==> src/stit_pkg.sv <==
// ----------------------------------------------------------------------------
// stit_pkg
// Shared widths, types and codes for the strip to indexed triangle converter.
// ----------------------------------------------------------------------------
package stit_pkg;

    // Grid and store geometry
    localparam int GRID_SIDE   = 65;
    localparam int GRID_LIM    = GRID_SIDE - 1;
    localparam int STORE_DEPTH = GRID_SIDE * GRID_SIDE;
    localparam int KEY_W       = $clog2(STORE_DEPTH);
    localparam int COORD_W     = $clog2(GRID_SIDE);
    localparam int IN_COORD_W  = 7;
    localparam int CMP_W       = (IN_COORD_W > COORD_W) ? IN_COORD_W : COORD_W;

    // Field widths
    localparam int POS_W      = 48;
    localparam int CELL_W     = 40;
    localparam int HEIGHT_W   = 32;
    localparam int VNUM_W     = 13;
    localparam int CFG_IDX_W  = 2;
    localparam int CFG_DATA_W = 48;

    // Position arithmetic: product of a coordinate and a cell size, then the
    // origin added or subtracted with room for the carry
    localparam int PROD_W = COORD_W + CELL_W;
    localparam int SUM_W  = ((POS_W > PROD_W + 1) ? POS_W : PROD_W + 1) + 1;

    // Queue and output buffer depths (powers of two)
    localparam int Q_DEPTH    = 4;
    localparam int Q_PTR_W    = $clog2(Q_DEPTH);
    localparam int Q_CNT_W    = $clog2(Q_DEPTH + 1);
    localparam int OUT_DEPTH  = 4;
    localparam int OUT_PTR_W  = $clog2(OUT_DEPTH);
    localparam int OUT_CNT_W  = $clog2(OUT_DEPTH + 1);

    // Item function codes
    localparam logic FUNC_VERTEX = 1'b0;
    localparam logic FUNC_CLEAR  = 1'b1;

    // Configuration register indexes
    localparam logic [CFG_IDX_W-1:0] REG_ORIGIN_WEST  = 2'd0;
    localparam logic [CFG_IDX_W-1:0] REG_ORIGIN_NORTH = 2'd1;
    localparam logic [CFG_IDX_W-1:0] REG_CELL_WIDTH   = 2'd2;
    localparam logic [CFG_IDX_W-1:0] REG_CELL_HEIGHT  = 2'd3;

    // Reference slots within one triangle
    localparam logic [1:0] REF_FIRST  = 2'd0;
    localparam logic [1:0] REF_SECOND = 2'd1;
    localparam logic [1:0] REF_THIRD  = 2'd2;

    // Classified strip item, front to back
    typedef struct packed {
        logic                       clear;
        logic [KEY_W-1:0]           key;
        logic signed [POS_W-1:0]    east;
        logic signed [POS_W-1:0]    north;
        logic signed [HEIGHT_W-1:0] height;
    } vtx_t;

    // One vertex reference on its way to the map lookup
    typedef struct packed {
        logic [KEY_W-1:0]           key;
        logic signed [POS_W-1:0]    east;
        logic signed [POS_W-1:0]    north;
        logic signed [HEIGHT_W-1:0] height;
        logic                       last;
    } ref_t;

    // One result item
    typedef struct packed {
        logic [VNUM_W-1:0]          number;
        logic                       is_new;
        logic signed [POS_W-1:0]    east;
        logic signed [POS_W-1:0]    north;
        logic signed [HEIGHT_W-1:0] height;
        logic                       last;
    } out_t;

    // Vertex map entry
    typedef struct packed {
        logic              valid;
        logic [VNUM_W-1:0] number;
    } map_t;

    // Clamp a widened position into the signed 48-bit range
    function automatic logic signed [POS_W-1:0] sat_pos(input logic signed [SUM_W-1:0] v);
        logic fits;
        logic signed [POS_W-1:0] r;
        fits = (v[SUM_W-1:POS_W-1] == '0) || (v[SUM_W-1:POS_W-1] == '1);
        if (fits)
            r = v[POS_W-1:0];
        else if (v[SUM_W-1])
            r = {1'b1, {(POS_W-1){1'b0}}};
        else
            r = {1'b0, {(POS_W-1){1'b1}}};
        return r;
    endfunction

endpackage

==> src/stit_queue.sv <==
// ----------------------------------------------------------------------------
// stit_queue
// Short FIFO of classified strip items between the front and the back.
// ----------------------------------------------------------------------------
module stit_queue
    import stit_pkg::*;
(
    input  logic clk,
    input  logic rst_n,
    input  logic push,
    input  vtx_t push_data,
    output logic full,
    input  logic pop,
    output logic head_valid,
    output vtx_t head_data
);

    vtx_t               entries [Q_DEPTH];
    logic [Q_PTR_W-1:0] wr_ptr_reg, wr_ptr_next;
    logic [Q_PTR_W-1:0] rd_ptr_reg, rd_ptr_next;
    logic [Q_CNT_W-1:0] count_reg, count_next;

    assign full       = (count_reg == Q_CNT_W'(Q_DEPTH));
    assign head_valid = (count_reg != '0);
    assign head_data  = entries[rd_ptr_reg];

    // Advance pointers and occupancy
    always_comb
    begin
        wr_ptr_next = wr_ptr_reg;
        rd_ptr_next = rd_ptr_reg;
        count_next  = count_reg;
        if (push)
            wr_ptr_next = wr_ptr_reg + 1'b1;
        if (pop)
            rd_ptr_next = rd_ptr_reg + 1'b1;
        if (push && !pop)
            count_next = count_reg + 1'b1;
        else if (pop && !push)
            count_next = count_reg - 1'b1;
    end

    always_ff @(posedge clk or negedge rst_n)
    begin
        if (!rst_n)
        begin
            wr_ptr_reg <= '0;
            rd_ptr_reg <= '0;
            count_reg  <= '0;
        end
        else
        begin
            wr_ptr_reg <= wr_ptr_next;
            rd_ptr_reg <= rd_ptr_next;
            count_reg  <= count_next;
        end
    end

    // Store pushed items
    always_ff @(posedge clk)
    begin
        if (push)
            entries[wr_ptr_reg] <= push_data;
    end

endmodule

==> config.mk <==
export PLATFORM = sky130hd
export DESIGN_NAME = stit_queue
export DESIGN_NICKNAME = d
export VERILOG_FILES = /design/src/stit_pkg.sv /design/src/stit_queue.sv
export SDC_FILE = /design/constraint.sdc
export NUM_CORES = 1
export LEC_CHECK = 0
export BUFFER_PORTS_ARGS = -buffer_cell sky130_fd_sc_hd__clkbuf_2
export CELL_PAD_IN_SITES_DETAIL_PLACEMENT = 2
export CELL_PAD_IN_SITES_GLOBAL_PLACEMENT = 2
export CORE_MARGIN = 2
export CORE_UTILIZATION = 37
export CTS_BUF_LIST = sky130_fd_sc_hd__clkbuf_16
export DETAILED_ROUTE_END_ITERATION = 7
export PLACE_DENSITY_LB_ADDON = 0.1
export SLEW_MARGIN = 20
export SYNTH_ARGS = -nofsm -noshare
export SYNTH_HDL_FRONTEND = slang
export SYNTH_SLANG_ARGS = --single-unit
==> constraint.sdc <==
create_clock -name clk -period 6.6 [get_ports clk]
set_input_delay 0.33 -clock clk [delete_from_list [all_inputs] [get_ports clk]]
set_output_delay 0.33 -clock clk [all_outputs]
set_load 0.01 [all_outputs]
==> impl_metrics.csv, run 1 <==
group,metric,value,unit
timing,slew_violations,0,
floorplanning,die_y,241.4,um
placement,portBuffers,289,
logic_synthesis,synth_ff_type,"edfxtp_1",
logic_synthesis,yosys_warnings,0,
global_route,grt-ovfl-total,0,
logic_synthesis,yosysSeqAreaShare,82.64,%
clock_network,clk_pin_slew,0.06,ns
final_layout,largest_register_ffs,568,
power,p_per_area,432.8,nW/um2
logic_synthesis,yosysTopAreaCellShare,81.80,%
route,drt_iter0_markers,422,
final_layout,final_cells,2054,
final_layout,area_growth,27.01,%
power,p_leak,0.009147,uW
timing,rsz0062_at_grt,"false",
worst_setup_path,crit_type,"reg -> out",
logic_synthesis,synth-edff-count,568,
timing,hold-worst-slack,0.05407,ns
hold_path,hold_path.class,"in -> reg",
outcome,outcome,"completed",
logic_synthesis,ys_top_cells_by_count,"edfxtp_1 (568), mux4_2 (142), buf_2 (17), buf_6 (8), dfrtp_1 (7)",
clock_network,clk_latency,0.62,ns
global_route,grt_max_degree,143,
global_route,grt_util_all_layers,16.89,%
timing,fin_crit,3.295,ns
logic_synthesis,yosysTopAreaCell,"edfxtp_1",
clock_network,cts_tree,"yes",
logic_synthesis,synthesis.nets,928,
placement,dp_hpwl,28.28,mm
clock_network,htree_levels,2,
clock_network,clkSinkCount,575,
worst_setup_path,cp_data_required_time,6.27,ns
floorplanning,die_w,241.4,um
logic_synthesis,syn_inst,776,
timing,tns,0,ns
final_layout,drive_gt1_share,40.97,%
worst_setup_path,worstPathMaxFanout,84,
timing,fin_ws,3.305,ns
route,routedWlPerCell,23.74,um
worst_setup_path,crit_arrival,2.97,ns
worst_setup_path,cp-end-kind,"output pin",
timing,setup_viol,0,
placement,gp_congestion,0.6839,
clock_network,clock_path_buffers,3,
final_layout,layout.nets,1402,
route,firstDrtPassIters,4,
route,num_vias,9827,
timing,hold_viol,0,
worst_setup_path,path_cells,"buf_12 -> mux4_2 -> clkbuf_2",
placement,place_ws,3.827,ns
logic_synthesis,ys_seq_elements,575,
logic_synthesis,syn_area,20850,um2
logic_synthesis,synth.avg_cell_area,26.87,um2
worst_setup_path,path_buf_inv,2,
timing,worst_slew_pin_slew,0.9813,ns
worst_setup_path,critPathSlowestCell,"dfrtp_4",
timing,max_freq,0.3035,GHz
logic_synthesis,synthMuxAreaShare,15.39,%
route,wl,48.76,mm
placement,dp_cells,1799,
logic_synthesis,synth.area.top_cells,"edfxtp_1 (82%), mux4_2 (15%), dfrtp_1 (0.84%), buf_6 (0.43%), buf_2 (0.41%)",
route,drc,0,
logic_synthesis,synth_top_family_by_area,"multiplexers",
floorplanning,core,56060,um2
clock_network,cts_root_buf,"clkbuf_16",
global_route,first_global_vias,11240,
power,vdd_ir_drop_max,0.3131,mV
route,ant_nets,0,
clock_network,cts_buffers,61,
floorplanning,row_count,87,
logic_synthesis,synth_fa_ha_area_share,0.3960,%
timing,slew_headroom,34.58,%
logic_synthesis,synth.most_common_cell,"edfxtp_1",
floorplanning,ioPinCount,290,
logic_synthesis,async_reset_ff_share,1.217,%
global_route,grt_first_pass_wirelength,72.42,mm
final_layout,nFillCells,5045,
worst_setup_path,crit_path_max_incr_delay,0.84,ns
worst_setup_path,cp_top_family,"flip-flops",
global_route,grt_antenna_before_repair,6,
floorplanning,start_util,37.19,%
clock_network,cts_resized,0,
logic_synthesis,synth_xor_area_share,0.2520,%
logic_synthesis,synthSimpleGateAreaFrac,0.2400,%
timing,min_period_over_period,49.93,%
route,vias_per_cell,4.784,
worst_setup_path,cp-start-kind,"flop",
logic_synthesis,netlist-cell-type-count,19,
logic_synthesis,synth_compound_area_share,0.02400,%
floorplanning,die-area,58270,um2
job,drv_cap,0,
timing,fin_skew,0.01367,ns
==> layer usage <==
layer	vias up	GRT usage [%]	wire, um
met5	-	0	42
met4	6	4.733	978
met3	71	4.729	3000
met2	240	28.72	24940
met1	5187	21.25	19800
li1	4323	-	-
==> worst register-to-register path: cells and delay by family, from the launching register on <==
family / cells / cell delay [ns]
adder cells (fa/ha/maj): 1 / 0.16
buffers and inverters: 2 / 0.95
flip-flops: 1 / 0.40
AND/OR/NAND/NOR: 1 / 0.74
==> placed cells by master, fill, tap and decap left out, types with 2 or more instances in the layout <==
master         Yosys  final
bufinv_16          0      4
ha_1               5      5
clkinv_8           0      2
diode_2            0      2
clkinv_2           0     12
xnor2_1            2      2
xor2_1             4      4
edfxtp_1         568    568
clkbuf_16          0     61
nand2_1            2      2
dfrtp_4            0      2
clkbuf_2           0    289
buf_4              1      7
mux4_2           142    142
inv_1              4     17
clkinv_1           0     13
clkinvlp_4         0      3
buf_12             0      3
and2_4             0      4
dlygate4sd3_1      0    144
dfrtp_1            7      5
==> stage by stage <==
step	power, uW	cell area (um2)	util, %
after floorplan	7109	20850	-
after global placement	8348	23170	41.33
after detailed placement	8404	23170	41.33
after CTS	11720	26480	47.23
after global routing	12060	26480	47.24
final	11460	26480	47.24
==> layout make-up <==
class | count | area, um2 | share of cell area (%)
clock inverter | 48 | 341.6 | 1.290
timing repair buffer | 443 | 3000 | 11.33
inverter | 4 | 15.01 | 0.05669
multi-input combinational | 165 | 3410 | 12.87
tap | 756 | 945.9 | 3.572
antenna | 2 | 5.005 | 0.01890
sequential | 575 | 17240 | 65.09
clock buffer | 61 | 1526 | 5.764
==> cell families (layout without fill, tap and decap cells) <==
logic type,count (synthesis),after routing
xor gates and xnor gates,6,6
buffers and inverters,36,556
muxes,143,143
adders and majority gates,6,6
AOI/OAI and AO/OA,1,1
other,0,2
DFF,575,575
and+or+nand+nor,9,9
==> final timing paths <==
kind | start | end | slack [ns] | depth (start not counted)
worst max-delay path | rd_ptr_reg[0] | head_data[25] | 3.30 | 3
worst min-delay path | push | wr_ptr_reg[0] | 0.05 | 2
worst max register to register | wr_ptr_reg[1] | entries[1][3] | 3.94 | 4
worst min register to register | count_reg[2] | count_reg[2] | 0.49 | 1
max in group asynchronous | rst_n | rd_ptr_reg[0] | 6.29 | 2
min in group asynchronous | rst_n | rd_ptr_reg[1] | 0.10 | 2
==> where the power goes <==
part,leakage [uW],internal (uW),switching (uW)
Clock,0.000964,1820,1390
Sequential,0.00530,4780,284
Combinational,0.00289,1430,1760
==> timing repair <==
action / 4_1_cts / 5_1_grt
buffers inserted: 0 / 0
endpoints found under the hold margin: 577 / 0
hold buffers: 144 / 0
Power figures use the tool's default switching activity.
==> run 2: changes to the inputs <==
==> constraint.sdc (replaced) <==
create_clock -name clk -period 3.15 [get_ports clk]
set_input_delay 0.1575 -clock clk [delete_from_list [all_inputs] [get_ports clk]]
set_output_delay 0.1575 -clock clk [all_outputs]
set_load 0.01 [all_outputs]
==> impl_metrics.csv, run 2 (synthesized netlist as in run 1, its figures left out) <==
group,metric,value,unit
outcome,outcome,"completed",
floorplanning,start_util,37.19,%
worst_setup_path,cp-startpoint,"rd_ptr_reg[0]",
clock_network,clk_latency,0.61,ns
timing,setup_viol,0,
final_layout,layout.nets,1430,
hold_path,hold_path.class,"in -> reg",
floorplanning,row_count,87,
final_layout,final_cells,2091,
global_route,grt-ovfl-total,0,
route,firstDrtPassIters,4,
clock_network,cts_root_buf,"clkbuf_16",
final_layout,nFillCells,5011,
power,clkPwrFrac,28.0,%
final_layout,largest_register_ffs,568,
power,power_frac_seq,43.0,%
placement,place_ws,0.9893,ns
floorplanning,die-area,58270,um2
clock_network,htree_levels,2,
floorplanning,core,56060,um2
job,drv_cap,0,
route,vias_per_cell,4.772,
placement,gp_congestion,0.6872,
worst_setup_path,cp-start-kind,"flop",
worst_setup_path,ff2ff_path_depth,4,
timing,worst_slew_pin_slew,0.6955,ns
timing,tns,0,ns
route,num_vias,9978,
power,vdd_ir_drop_max,0.5704,mV
route,ant_nets,0,
clock_network,cts_buffers,61,
worst_setup_path,cp-end-kind,"output pin",
global_route,first_global_vias,11640,
final_layout,drive_gt1_share,41.50,%
clock_network,cts_tree,"yes",
power,p_leak,0.009351,uW
timing,hold_viol,0,
clock_network,cts_setup_buffers,0,
final_layout,final_common_cell,"edfxtp_1",
floorplanning,ioPinCount,290,
timing,fin_skew,0.01913,ns
timing,fin_ws,0.4087,ns
worst_setup_path,worstReg2RegStart,"wr_ptr_reg[1]",
worst_setup_path,crit_arrival,2.58,ns
clock_network,clock_path_buffers,3,
worst_setup_path,cp_data_required_time,2.99,ns
clock_network,cts_resized,0,
power,switching_share,29.54,%
clock_network,clkSinkCount,575,
route,wl,49.27,mm
power,p_int,17280,uW
timing,slew_violations,0,
timing,max_freq,0.3648,GHz
route,drt_iter0_markers,418,
power,total_power,24520,uW
worst_setup_path,crit_type,"reg -> out",
worst_setup_path,worstPathMaxFanout,24,
timing,fin_crit,2.741,ns
worst_setup_path,r2r_slack,1.23,ns
global_route,grt_max_degree,87,
timing,slew_headroom,53.63,%
timing,min_period_over_period,87.03,%
power,power.net_switching,7245,uW
floorplanning,die_y,241.4,um
final_layout,area_growth,29.12,%
global_route,grt_antenna_before_repair,5,
power,power_frac_comb,29.0,%
power,p_per_area,910.8,nW/um2
route,drc,0,
worst_setup_path,cp-endpoint,"head_data[39]",
placement,dp_cells,1825,
clock_network,clk_pin_slew,0.06,ns
global_route,grt_util_all_layers,17.22,%
route,routedWlPerCell,23.56,um
timing,rsz0062_at_grt,"false",
global_route,grt_first_pass_wirelength,73.71,mm
worst_setup_path,reg2reg_to,"entries[1][125]",
floorplanning,die_w,241.4,um
placement,portBuffers,289,
final_layout,layout_common_cells,"edfxtp_1 (568), clkbuf_2 (289), dlygate4sd3_1 (146)",
placement,dp_hpwl,30.48,mm
[run 2: how the worst min path moves through the flow]
| stage | start | to | slack (ns) | depth (start not counted) |
|---|---|---|---|---|
| floorplan | rst_n | count_reg[0] | -0.14 | 0 |
| global placement | rst_n | count_reg[2] | 0.02 | 1 |
| detailed placement | rst_n | count_reg[0] | 0.02 | 1 |
| CTS | push_data[36] | entries[1][36] | 0.25 | 2 |
| global route | push_data[36] | entries[1][36] | 0.28 | 2 |
| finish | push_data[22] | entries[1][22] | 0.30 | 2 |
[run 2: through the flow]
step	area [um2]	hold slack (ns)	utilization (%)
floorplan	20860	-0.1381	-
global placement	23530	0.02081	41.97
detailed placement	23530	0.01568	41.97
CTS	26910	0.2477	48.00
global route	26920	0.2765	48.02
finish	26920	0.3028	48.02
[run 2: layer usage]
metal	share of wire [%]	vias up	global-route usage (%)
met4	2.3	2	5.219
met5	0.022	-	0
met1	41	5282	21.65
li1	-	4400	-
met3	5.2	79	4.057
met2	51	215	29.70
[run 2: final cells by class]
class | instances | area [um2] | share of cell area (%)
repair buffers | 471 | 3378 | 12.55
inverters | 4 | 15.01 | 0.05577
clock buffers | 63 | 1577 | 5.856
multi-input cells | 165 | 3410 | 12.66
clock inverters | 52 | 345.3 | 1.283
well taps | 756 | 945.9 | 3.513
flip-flops and latches | 575 | 17240 | 64.03
diodes | 5 | 12.51 | 0.04647
[run 2: power groups by stage]
stage	sequential, uW	combinational, uW	clock, uW
global placement	10700	7140	0
finish	10500	7120	6850
CTS	10600	7380	7080
global route	10700	7750	7330
floorplan	10400	4350	0
detailed placement	10700	7200	0
[run 2: critical path, stage by stage, from the launching register on]
cell	delay, ns
dfrtp_4	0.79
buf_4	0.41
mux4_2	0.60
clkbuf_2	0.16
[run 2: repair_timing]
item                       CTS  global route
hold endpoints to repair   579             0
hold buffers               146             0
setup endpoints to repair    0             0
